$ cat config.mk
export PLATFORM = sky130hd
export DESIGN_NAME = ctins_queue
export DESIGN_NICKNAME = d
export VERILOG_FILES = /design/src/rtl/ctins_queue.sv
export SDC_FILE = /design/constraint.sdc
export NUM_CORES = 1
export LEC_CHECK = 0
export ABC_AREA = 1
export BUFFER_PORTS_ARGS = -buffer_cell sky130_fd_sc_hd__buf_2
export CAP_MARGIN = 20
export CORE_AREA = 2 2 44 46
export DETAILED_ROUTE_END_ITERATION = 10
export DIE_AREA = 0 0 46 48
export PLACE_DENSITY = 0.73
export SLEW_MARGIN = 20
export SYNTH_ARGS = -nofsm -noshare
export SYNTH_HDL_FRONTEND = slang
export SYNTH_SLANG_ARGS = --single-unit
$ cat constraint.sdc
create_clock -name clk -period 1.6 [get_ports clk]
set_clock_uncertainty 0.05 [all_clocks]
set_input_delay 0.32 -clock clk [delete_from_list [all_inputs] [get_ports clk]]
set_output_delay 0.32 -clock clk [all_outputs]
set_load 0.02 [all_outputs]
$ cat src/rtl/ctins_queue.sv
// two-entry queue between front end and table engine
`default_nettype none

module ctins_queue #(
  parameter int WIDTH = 8
) (
  input  wire              clk,
  input  wire              rst,
  input  wire              push,
  input  wire  [WIDTH-1:0] push_data,
  output logic             full,
  input  wire              pop,
  output logic             valid,
  output logic [WIDTH-1:0] data
);

  logic [WIDTH-1:0] slots [2];
  logic             wr_ptr;
  logic             rd_ptr;
  logic [1:0]       count;

  assign full  = count == 2'd2;
  assign valid = count != 2'd0;
  assign data  = slots[rd_ptr];

  always_ff @(posedge clk) begin
    if (rst) begin
      wr_ptr <= 1'b0;
      rd_ptr <= 1'b0;
      count  <= 2'd0;
    end else begin
      if (push) begin
        wr_ptr <= !wr_ptr;
      end
      if (pop) begin
        rd_ptr <= !rd_ptr;
      end
      if (push && !pop) begin
        count <= count + 2'd1;
      end else if (pop && !push) begin
        count <= count - 2'd1;
      end
    end
    if (push) begin
      slots[wr_ptr] <= push_data;
    end
  end

endmodule

`default_nettype wire

; ---- After elaboration in Yosys (flattened, before gate mapping)
; Memory sizes are Yosys's and may differ from the RTL's. A register that Yosys moved wholly into a read port is not among the register bits.
; Index checks and enable logic that the tools add are counted.
[op_classes]
addsub = 2
eq_ne = 1
n_mux = 6
n_reduce_logical = 8
[op_table]
columns = op, n
row1 = $logic_not A1 Y1, 4
row2 = $mux W1, 4
row3 = $mux W2, 2
row4 = $reduce_bool A2 Y1, 2
row5 = $add A2 B1 Y2 const B, 1
row6 = $eq A2 B2 Y1 const B, 1
row7 = $logic_and A1 B1 Y1, 2
row8 = $sub A2 B1 Y2 const B, 1
[word_totals]
register_bits = 4
mem_bits_rw = 16
in_bits = 12
out_inout_bits = 10
elab_cells = 21
memories = 1
[memory_table]
columns = name, words, width, read_ports, rd_clocked_by_memory_dff, write_ports, line
row1 = slots, 2, 8, 1, 1, 1, 17  ; logic [WIDTH-1:0] slots [2];

; ---- Depth between registers and ports, before layout
; Gate-level depths: netlist of run 1.
[logic_depth]
word_depth = 4
depth_mapped = 8

; ---- Least setup slack after synthesis of run 1
; OpenSTA, ideal clock, no wires.
[synth_timing]
kind = register to output
from = register with a tool-made name
to = output port data[0]
arrival_ps = 806
slack_ps = 424
path_stages_with_launch = 3
path_cell_list = dfxtp_1 -> buf_6 -> mux2_2
[synth_lines]
columns = item, line
row1 = end: declaration, 14  ; output logic [WIDTH-1:0] data

==> flow_summary_export.csv, run 1 <==
group,metric,value,unit
sta,finalHoldViolations,0,
worst_setup_path,r2r-end,"slots[1][4]",
pwr,pwr-share-seq,59.6,%
cells_and_area,diodes,0,
pwr,power,1.09,mW
sta,worstMarginPinSlew,350,ps
logic_synthesis,synth_nets,71,
route,drc,0,
cts,tritoncts,"yes",
worst_setup_path,worstSetupEndpointType,"output port",
placement,routabilityCongestion,0.726,
worst_setup_path,cp_num_cells,2,
sta,fmax,636,MHz
pwr,swShare,24.3,%
logic_synthesis,yosysTopAreaCell,"edfxtp_1",
floorplan,initial_core_util,48.0,%
logic_synthesis,synth_top_area_share,59.3,%
sta,post-route-period-util,98.3,%
global_routing,grt_pass1_vias,429,
logic_synthesis,synth_edf_count,16,
worst_setup_path,r2r-start,"wr_ptr",
worst_setup_path,path_class,"flop to output port",
logic_synthesis,synth_seq_area_share,71.6,%
worst_setup_path,cpPeakStageDelay,450,ps
worst_setup_path,start_kind,"flop",
pwr,p_leak,0.466,nW
cells_and_area,fill_cells,140,
cts,clock_sinks,21,
cts,cts_buffers,3,
global_routing,grt_usage,10.6,%
route,wl_per_cell,11.5,um
sta,timing.slew.headroom,76.7,%
global_routing,grt_overflow,0,
job,cap_viol_max_count,0,
cts,clkLatencyLatePin,290,ps
cells_and_area,area_delta_synth_final,28.9,%
cts,h-tree-depth,1,
worst_setup_path,cp_top_family,"flip-flops",
cts,cts.root.buffer_cell,"clkbuf_4",
cts,clock_path_buffers,2,
logic_synthesis,synth_cells,58,
cts,clk_pin_slew,110,ps
route,drtIter0Drc,7,
pwr,comb_power_share,18.4,%
logic_synthesis,synth-seq-cells,21,
worst_setup_path,cp_slowest_cell,"dfxtp_4",
logic_synthesis,syn_avg_cell_area,14.0,um2
logic_synthesis,syn_area,811,um2
logic_synthesis,yosys-top-cells-count,"16 x edfxtp_1, 8 x inv_1, 8 x mux2_2",
floorplan,fp.dieH,48,um
floorplan,die_area,2210,um2
route,first_pass_iters,2,
logic_synthesis,synth_flop_cell,"edfxtp_1",
global_routing,grt_pass1_wl,1570,um
floorplan,ios,22,
sta,hold_ws,159,ps
floorplan,rows,15,
pwr,p_switching,0.264,mW
worst_setup_path,crit_end,"data[1]",
run_status,status,"finished, final reports clean",
worst_setup_path,cp_cell_sequence,"mux2_4 > buf_6",
route,ant_nets,0,
logic_synthesis,synth_area_leaders,"edfxtp_1 59%, dfxtp_1 12%, mux2_2 11%",
worst_setup_path,critPathRequiredTime,1230,ps
pwr,p_int,0.821,mW
sta,fin_ws,26.9,ps
logic_synthesis,async_flop_share,0,%
route,routed_via_density,4.89,
worst_setup_path,rr_worst_depth,2,
sta,slew_violations,0,
floorplan,fp.dieW,46,um
pwr,max-vdd-ir-drop,0.591,mV
placement,hpwl,799,um
worst_setup_path,arrival,1200,ps
pwr,clkPwrFrac,22.0,%
cells_and_area,nets,97,
logic_synthesis,post-synth-top-count-cell,"edfxtp_1",
worst_setup_path,worstPathMaxFanout,8,
worst_setup_path,path_buf_inv,1,
placement,place_ws,164,ps
sta,rsz0062_at_grt,"true",
placement,portBuffers,21,
floorplan,design.core.area,1690,um2
logic_synthesis,yosysWarnings,0,
route,vias,489,
cts,cts_hold_buf,0,
sta,period_needed,1570,ps
sta,setup_violations,0,
cells_and_area,drive_above_1_share,44.6,%
route,wl,1150,um
global_routing,antenna_found_initial,0,
pwr,p_per_area,1040,nW/um2
worst_setup_path,r2r_slack,540,ps
min_path,hp-class,"primary input to flop",
cells_and_area,post-route-util,61.9,%
global_routing,grt_start_max_net_pins,13,
logic_synthesis,ys_types,16,
final cells by class:
class / instances / area (um2) / share of cell area, %
Clock buffer: 3 / 22.5 / 2.16
Clock inverter: 1 / 5.00 / 0.479
Inverter: 9 / 33.8 / 3.23
Multi-Input combinational cell: 27 / 215 / 20.6
Sequential cell: 21 / 584 / 55.9
Tap cell: 17 / 21.3 / 2.04
Timing Repair Buffer: 22 / 163 / 15.6
state kept, by name, summed over array words and instances (netlist names), named ones only:
register / cells
rd_ptr: 1
slots: 16
count: 2
wr_ptr: 1
worst min path at each step:
stage / startpoint / to / slack [ps] / depth (start not counted)
after floorplan: rst / flop / 340 / 1
after global placement: count[0] / count[0] / 440 / 1
after detailed placement: count[0] / count[0] / 450 / 1
after CTS: push_data[7] / slots[1][7] / 150 / 1
after global routing: push_data[7] / slots[1][7] / 140 / 1
final: push_data[1] / slots[1][1] / 160 / 1
layer usage:
metal,up-vias,global-route usage [%],routed length (um)
li1,247,-,-
met1,227,10.1,464
met2,15,18.9,622
met3,0,4.15,60
met4,0,6.86,0
met5,-,0,0
through the flow:
step / instance area (um2) / instances / TNS, ps
detailed placement: 933 / 96 / 0
CTS: 965 / 100 / -13.1
floorplan: 811 / 58 / 0
global placement: 933 / 96 / 0
finish: 1040 / 100 / 0
global route: 1040 / 100 / -50.3
kinds of logic after synthesis:
kind of cell	Yosys count	synth area share, %
compound gates	2	1.23
xor+xnor	1	1.08
fa+ha+maj	1	1.54
buf+inv	10	5.56
flops	21	71.6
mux	8	11.1
simple gates	15	7.87
layout by cell type, fill, tap and decap left out, types with 3 or more instances in the layout:
cell type	Yosys	layout
inv_1	8	8
mux2_4	0	8
buf_6	1	8
nand2_1	5	5
clkbuf_4	0	3
nor2_1	6	6
edfxtp_1	16	16
dfxtp_1	5	4
buf_2	0	13
power groups by stage:
stage	combinational, mW	sequential (mW)	clock, mW
floorplan	0.116	0.646	0
global placement	0.156	0.654	0
detailed placement	0.159	0.656	0
CTS	0.160	0.644	0.248
global route	0.218	0.651	0.262
finish	0.200	0.647	0.238
what timing repair did:
action                                 CTS  global route
endpoints found under the hold margin    0             0
setup endpoints to repair                8             8
buffers inserted                         0             0
gates cloned                             0             0
gates resized for setup                  2            24
Power figures use the tool's default switching activity.
==> inputs of run 2 (changes only) <==
Settings changed: CORE_AREA 2 2 44 46 to 2 2 43 45, DIE_AREA 0 0 46 48 to 0 0 45 47, PLACE_DENSITY 0.73 to 0.76.
Clock period 1.6 ns to 2 ns, I/O delays scaled along.
==> run 2 against run 1 <==
Effect of this change: critical endpoint is now data[6]; highest routed layer is now met4; core utilization shrank 3.7 points; first-iteration DRC count grew 86%; critical path type unchanged; final area shrank 8.1%; combinational power shrank 36%.
==> flow_summary_export.csv, run 2 (synthesis results as in run 1) <==
group,metric,value,unit
run_status,status,"finished, final reports clean",
sta,fmax,555,MHz
global_routing,grt_overflow,0,
cts,cts_setup_buffers,0,
cts,cts_resized,0,
placement,hpwl,953,um
global_routing,grt_usage,12.8,%
cells_and_area,layout_common_cells,"21 x buf_2, 16 x edfxtp_1, 8 x mux2_2, 8 x inv_1, 6 x nor2_1",
worst_setup_path,worstSetupEndpointType,"output port",
pwr,swShare,23.7,%
worst_setup_path,path_class,"flop to output port",
worst_setup_path,start_kind,"flop",
cells_and_area,mostFrequentLayoutCell,"buf_2",
placement,place_ws,506,ps
route,ant_nets,0,
pwr,power,0.827,mW
placement,portBuffers,21,
cells_and_area,area_delta_synth_final,18.4,%
sta,slew_violations,0,
global_routing,grt_pass1_wl,1760,um
worst_setup_path,cp_slowest_cell,"dfxtp_1",
pwr,p_switching,0.196,mW
sta,rsz0062_at_grt,"false",
cts,cts_hold_buf,0,
sta,finalHoldViolations,0,
cells_and_area,nets,97,
cells_and_area,largestRegisters,"slots (16), count (2)",
sta,fin_ws,198,ps
pwr,p_per_area,861,nW/um2
route,drtIter0Drc,13,
cts,h-tree-depth,1,
cts,cts_buffers,3,
route,wl_per_cell,12.2,um
route,wl,1220,um
global_routing,grt_start_max_net_pins,12,
cts,clock_sinks,21,
pwr,comb_power_share,15.5,%
global_routing,grt_pass1_vias,469,
worst_setup_path,worstPathMaxFanout,8,
worst_setup_path,arrival,1350,ps
floorplan,rows,15,
worst_setup_path,cpPeakStageDelay,530,ps
cells_and_area,drive_above_1_share,42.2,%
cells_and_area,fill_cells,144,
worst_setup_path,critPathRequiredTime,1550,ps
worst_setup_path,cp_cell_sequence,"mux2_2 > buf_2",
route,vias,490,
sta,setup_violations,0,
sta,final.setup.tns,0,ps
pwr,p_int,0.631,mW
sta,timing.slew.headroom,76.9,%
route,routed_via_density,4.90,
min_path,hp-class,"primary input to flop",
sta,period_needed,1800,ps
global_routing,antenna_found_initial,0,
floorplan,design.core.area,1650,um2
floorplan,fp.dieW,45,um
pwr,max-vdd-ir-drop,0.444,mV
cts,cts.root.buffer_cell,"clkbuf_4",
placement,routabilityCongestion,0.623,
floorplan,ios,22,
floorplan,die_area,2120,um2
pwr,p_leak,0.416,nW
pwr,clkPwrFrac,22.3,%
cells_and_area,diodes,0,
cts,tritoncts,"yes",
cells_and_area,largest_reg_flops,16,
cts,clkLatencyLatePin,290,ps
floorplan,fp.dieH,47,um
cts,clock_path_buffers,2,
pwr,pwr-share-seq,62.2,%
job,cap_viol_max_count,0,
floorplan,initial_core_util,49.1,%
sta,worstMarginPinSlew,346,ps
sta,post-route-period-util,90.1,%
route,first_pass_iters,4,
cells_and_area,largest_register,"slots",
cts,clk_pin_slew,100,ps
route,drc,0,
-- run 2: critical path: cells and delay by family, from the launching register on --
family | cells | cell delay [ps]
buf+inv | 1 | 160
flops | 1 | 530
mux | 1 | 370
-- run 2: worst paths after layout --
path | to | slack (ps) | startpoint | depth (start not counted)
max | data[6] | 200 | flop | 2
min reg2reg | wr_ptr | 470 | wr_ptr | 2
min | slots[0][2] | 250 | push_data[2] | 1
max reg2reg | slots[1][7] | 930 | wr_ptr | 2
-- run 2: layer usage --
| layer | global-route usage (%) | part of all wire (%) |
|---|---|---|
| met5 | 0 | 0 |
| met2 | 26.6 | 55 |
| met3 | 5.00 | 7.9 |
| met1 | 8.89 | 36 |
| met4 | 8.82 | 0.82 |
-- run 2: final cells by class --
type	count	area (um2)	area share, %
clock buffer	4	26.3	2.74
inverter	9	33.8	3.52
multi-input combinational	27	185	19.3
sequential	21	581	60.5
tap	17	21.3	2.22
timing repair buffer	22	113	11.7
-- run 2: power groups by stage --
stage	clock network [mW]	logic, mW	registers, mW
CTS	0.195	0.130	0.515
global placement	0	0.124	0.523
floorplan	0	0.0930	0.517
detailed placement	0	0.129	0.525
global route	0.211	0.141	0.518
finish	0.185	0.128	0.514
-- run 2: per-stage QoR --
step | cell area (um2) | hold WS (ps) | instances | utilization, %
after floorplan | 811 | 416 | 58 | -
after global placement | 933 | 433 | 96 | 56.5
after detailed placement | 933 | 456 | 96 | 56.5
after CTS | 960 | 233 | 100 | 58.1
after global routing | 960 | 226 | 100 | 58.1
final | 960 | 248 | 100 | 58.1
==> inputs of run 3 (changes only) <==
Settings changed: ABC_AREA 1 to unset, CORE_AREA 2 2 43 45 to 2 2 42 44, DIE_AREA 0 0 45 47 to 0 0 44 46, PLACE_DENSITY 0.76 to 0.77.
==> run 3 against run 2 <==
Effect of this change: clock power increased by 3%; non-clock buffer count unchanged; synthesized area decreased by 3.1%; final cell count decreased by 11%; die area decreased by 4.3%; count of clock-buffer cells in the layout unchanged; setup slack about the same; synthesized cell count decreased by 19%; wire length decreased by 4.8%; total power increased by 2.9%; sequential share of layout area increased by 1.2 points; core utilization increased by 0.19 points; largest cell class unchanged.
==> flow_summary_export.csv, run 3 <==
group,metric,value,unit
worst_setup_path,worstSetupEndpointType,"output port",
route,routed_via_density,5.09,
route,drtIter0Drc,6,
route,wl_met1,452,um
worst_setup_path,r2r-end,"slots[1][7]",
run_status,status,"finished, final reports clean",
min_path,min_path_cells,1,
cells_and_area,drive_above_1_share,48.6,%
sta,worstMarginPinSlew,372,ps
cells_and_area,largest_reg_flops,16,
cts,cts_hold_buf,0,
cts,cts_setup_buffers,0,
logic_synthesis,yosys-top-cells-count,"16 x edfxtp_1, 8 x mux2_2, 5 x dfxtp_1",
sta,fin_ws,199,ps
cells_and_area,largestRegisters,"slots (16), count (2)",
sta,finalHoldViolations,0,
floorplan,ios,22,
cells_and_area,nets,86,
logic_synthesis,async_flop_share,0,%
sta,final.setup.tns,0,ps
global_routing,grt_pass1_vias,405,
global_routing,grt_pass1_wl,1750,um
pwr,p_per_area,904,nW/um2
cts,clock_sinks,21,
sta,fmax,555,MHz
pwr,clkPwrFrac,22.4,%
placement,portBuffers,21,
placement,place_ws,486,ps
placement,hpwl,856,um
floorplan,design.core.area,1610,um2
cts,cts_resized,0,
route,dr_wl_met2,578,um
cts,tritoncts,"yes",
logic_synthesis,synth_edf_count,16,
cells_and_area,largest_register,"slots",
floorplan,rows,15,
floorplan,die_area,2020,um2
cells_and_area,layout_common_cells,"21 x buf_2, 16 x edfxtp_1, 8 x mux2_2",
cells_and_area,mostFrequentLayoutCell,"buf_2",
logic_synthesis,syn_avg_cell_area,16.7,um2
worst_setup_path,path_class,"flop to output port",
route,first_pass_iters,4,
worst_setup_path,arrival,1350,ps
cells_and_area,diodes,0,
sta,slew_violations,0,
worst_setup_path,critPathRequiredTime,1550,ps
sta,period_needed,1800,ps
route,vias,453,
logic_synthesis,synth_cells,47,
cts,clk_pin_slew,110,ps
sta,setup_violations,0,
worst_setup_path,r2r_slack,880,ps
pwr,max-vdd-ir-drop,0.529,mV
min_path,hp-class,"primary input to flop",
global_routing,grt_overflow,0,
cts,cts.root.buffer_cell,"clkbuf_4",
pwr,p_leak,0.382,nW
worst_setup_path,r2r-start,"wr_ptr",
pwr,swShare,24.2,%
route,dr_wl_met3,89,um
route,wl,1170,um
logic_synthesis,synth-seq-cells,21,
worst_setup_path,rr_worst_depth,1,
logic_synthesis,yosysWarnings,0,
placement,routabilityCongestion,0.630,
logic_synthesis,yosysTopAreaCell,"edfxtp_1",
route,ant_nets,0,
cells_and_area,area_delta_synth_final,19.7,%
route,topRoutingLayerUsed,"met4",
pwr,comb_power_share,16.4,%
pwr,p_switching,0.206,mW
floorplan,initial_core_util,48.7,%
min_path,holdPathEnd,"slots[0][3]",
pwr,power,0.851,mW
logic_synthesis,synth_seq_area_share,73.9,%
cts,h-tree-depth,1,
global_routing,grt_start_max_net_pins,12,
pwr,pwr-share-seq,61.3,%
logic_synthesis,synth_nets,60,
cts,clkLatencyLatePin,290,ps
sta,rsz0062_at_grt,"false",
global_routing,grt_usage,13.3,%
min_path,min_from,"push_data[3]",
logic_synthesis,synth_area_leaders,"edfxtp_1 61%, dfxtp_1 13%, mux2_2 11%",
job,cap_viol_max_count,0,
sta,timing.slew.headroom,75.2,%
logic_synthesis,syn_area,786,um2
cts,clock_path_buffers,2,
worst_setup_path,start_kind,"flop",
worst_setup_path,worstPathMaxFanout,8,
pwr,p_int,0.645,mW
logic_synthesis,synth_flop_cell,"edfxtp_1",
logic_synthesis,ys_types,16,
logic_synthesis,synth_top_area_share,61.1,%
floorplan,fp.dieH,46,um
cts,cts_buffers,3,
floorplan,fp.dieW,44,um
sta,post-route-period-util,90.1,%
global_routing,antenna_found_initial,0,
route,wl_per_cell,13.1,um
logic_synthesis,post-synth-top-count-cell,"edfxtp_1",
route,drc,0,
-- run 3: cell types whose count changed after synthesis, moves of 2 or more --
| cell | change |
|---|---|
| inv_1 | -7 |
| nor2_1 | -2 |
| xor2_1 | +2 |
| nand2_1 | -5 |
-- run 3: layer usage --
layer	up-vias	track usage (%)
met2	18	23.2
li1	218	-
met1	211	12.5
met4	0	10.9
met3	6	4.76
met5	-	0
-- run 3: area by class of cell --
cell class	count	area [um2]
multi-input cells	24	196
inverters	1	3.75
well taps	17	21.3
fillers	135	673
clock buffers	4	26.3
flip-flops and latches	21	581
repair buffers	22	113
-- run 3: worst max-delay path: stages (launching register included) --
cell     delay (ps)
dfxtp_1         530
mux2_2          380
buf_2           160
-- run 3: cell families (layout without fill, tap and decap cells) --
kind of cell	count (synthesis)	count (layout)	share of synthesized area, %
DFF	21	21	73.9
and+or+nand+nor	9	9	6.21
muxes	8	8	11.5
xor gates and xnor gates	4	4	4.46
AOI/OAI and AO/OA	2	2	1.27
buffers and inverters	2	27	1.11
adders and majority gates	1	1	1.59
-- run 3: worst max-delay path by stage --
stage	slack [ps]	end	start
after floorplan	680	count[1]	pop
after global placement	500	data[0]	flop
after detailed placement	490	data[6]	flop
after CTS	150	data[6]	flop
after global routing	80	data[0]	flop
final	200	data[6]	flop
-- run 3: power groups by stage --
stage	logic [mW]	registers [mW]	clock network [mW]
after floorplan	0.0991	0.523	0
after global placement	0.136	0.530	0
after detailed placement	0.140	0.533	0
after CTS	0.141	0.523	0.201
after global routing	0.151	0.526	0.220
final	0.139	0.521	0.191
-- run 3: metrics by stage --
stage               hold slack, ps  instance area (um2)  std cells  util [%]
detailed placement             439                  915         85      56.7
global placement               430                  915         85      56.7
finish                         238                  941         89      58.3
CTS                            232                  941         89      58.3
global route                   220                  941         89      58.3
floorplan                      406                  786         47         -
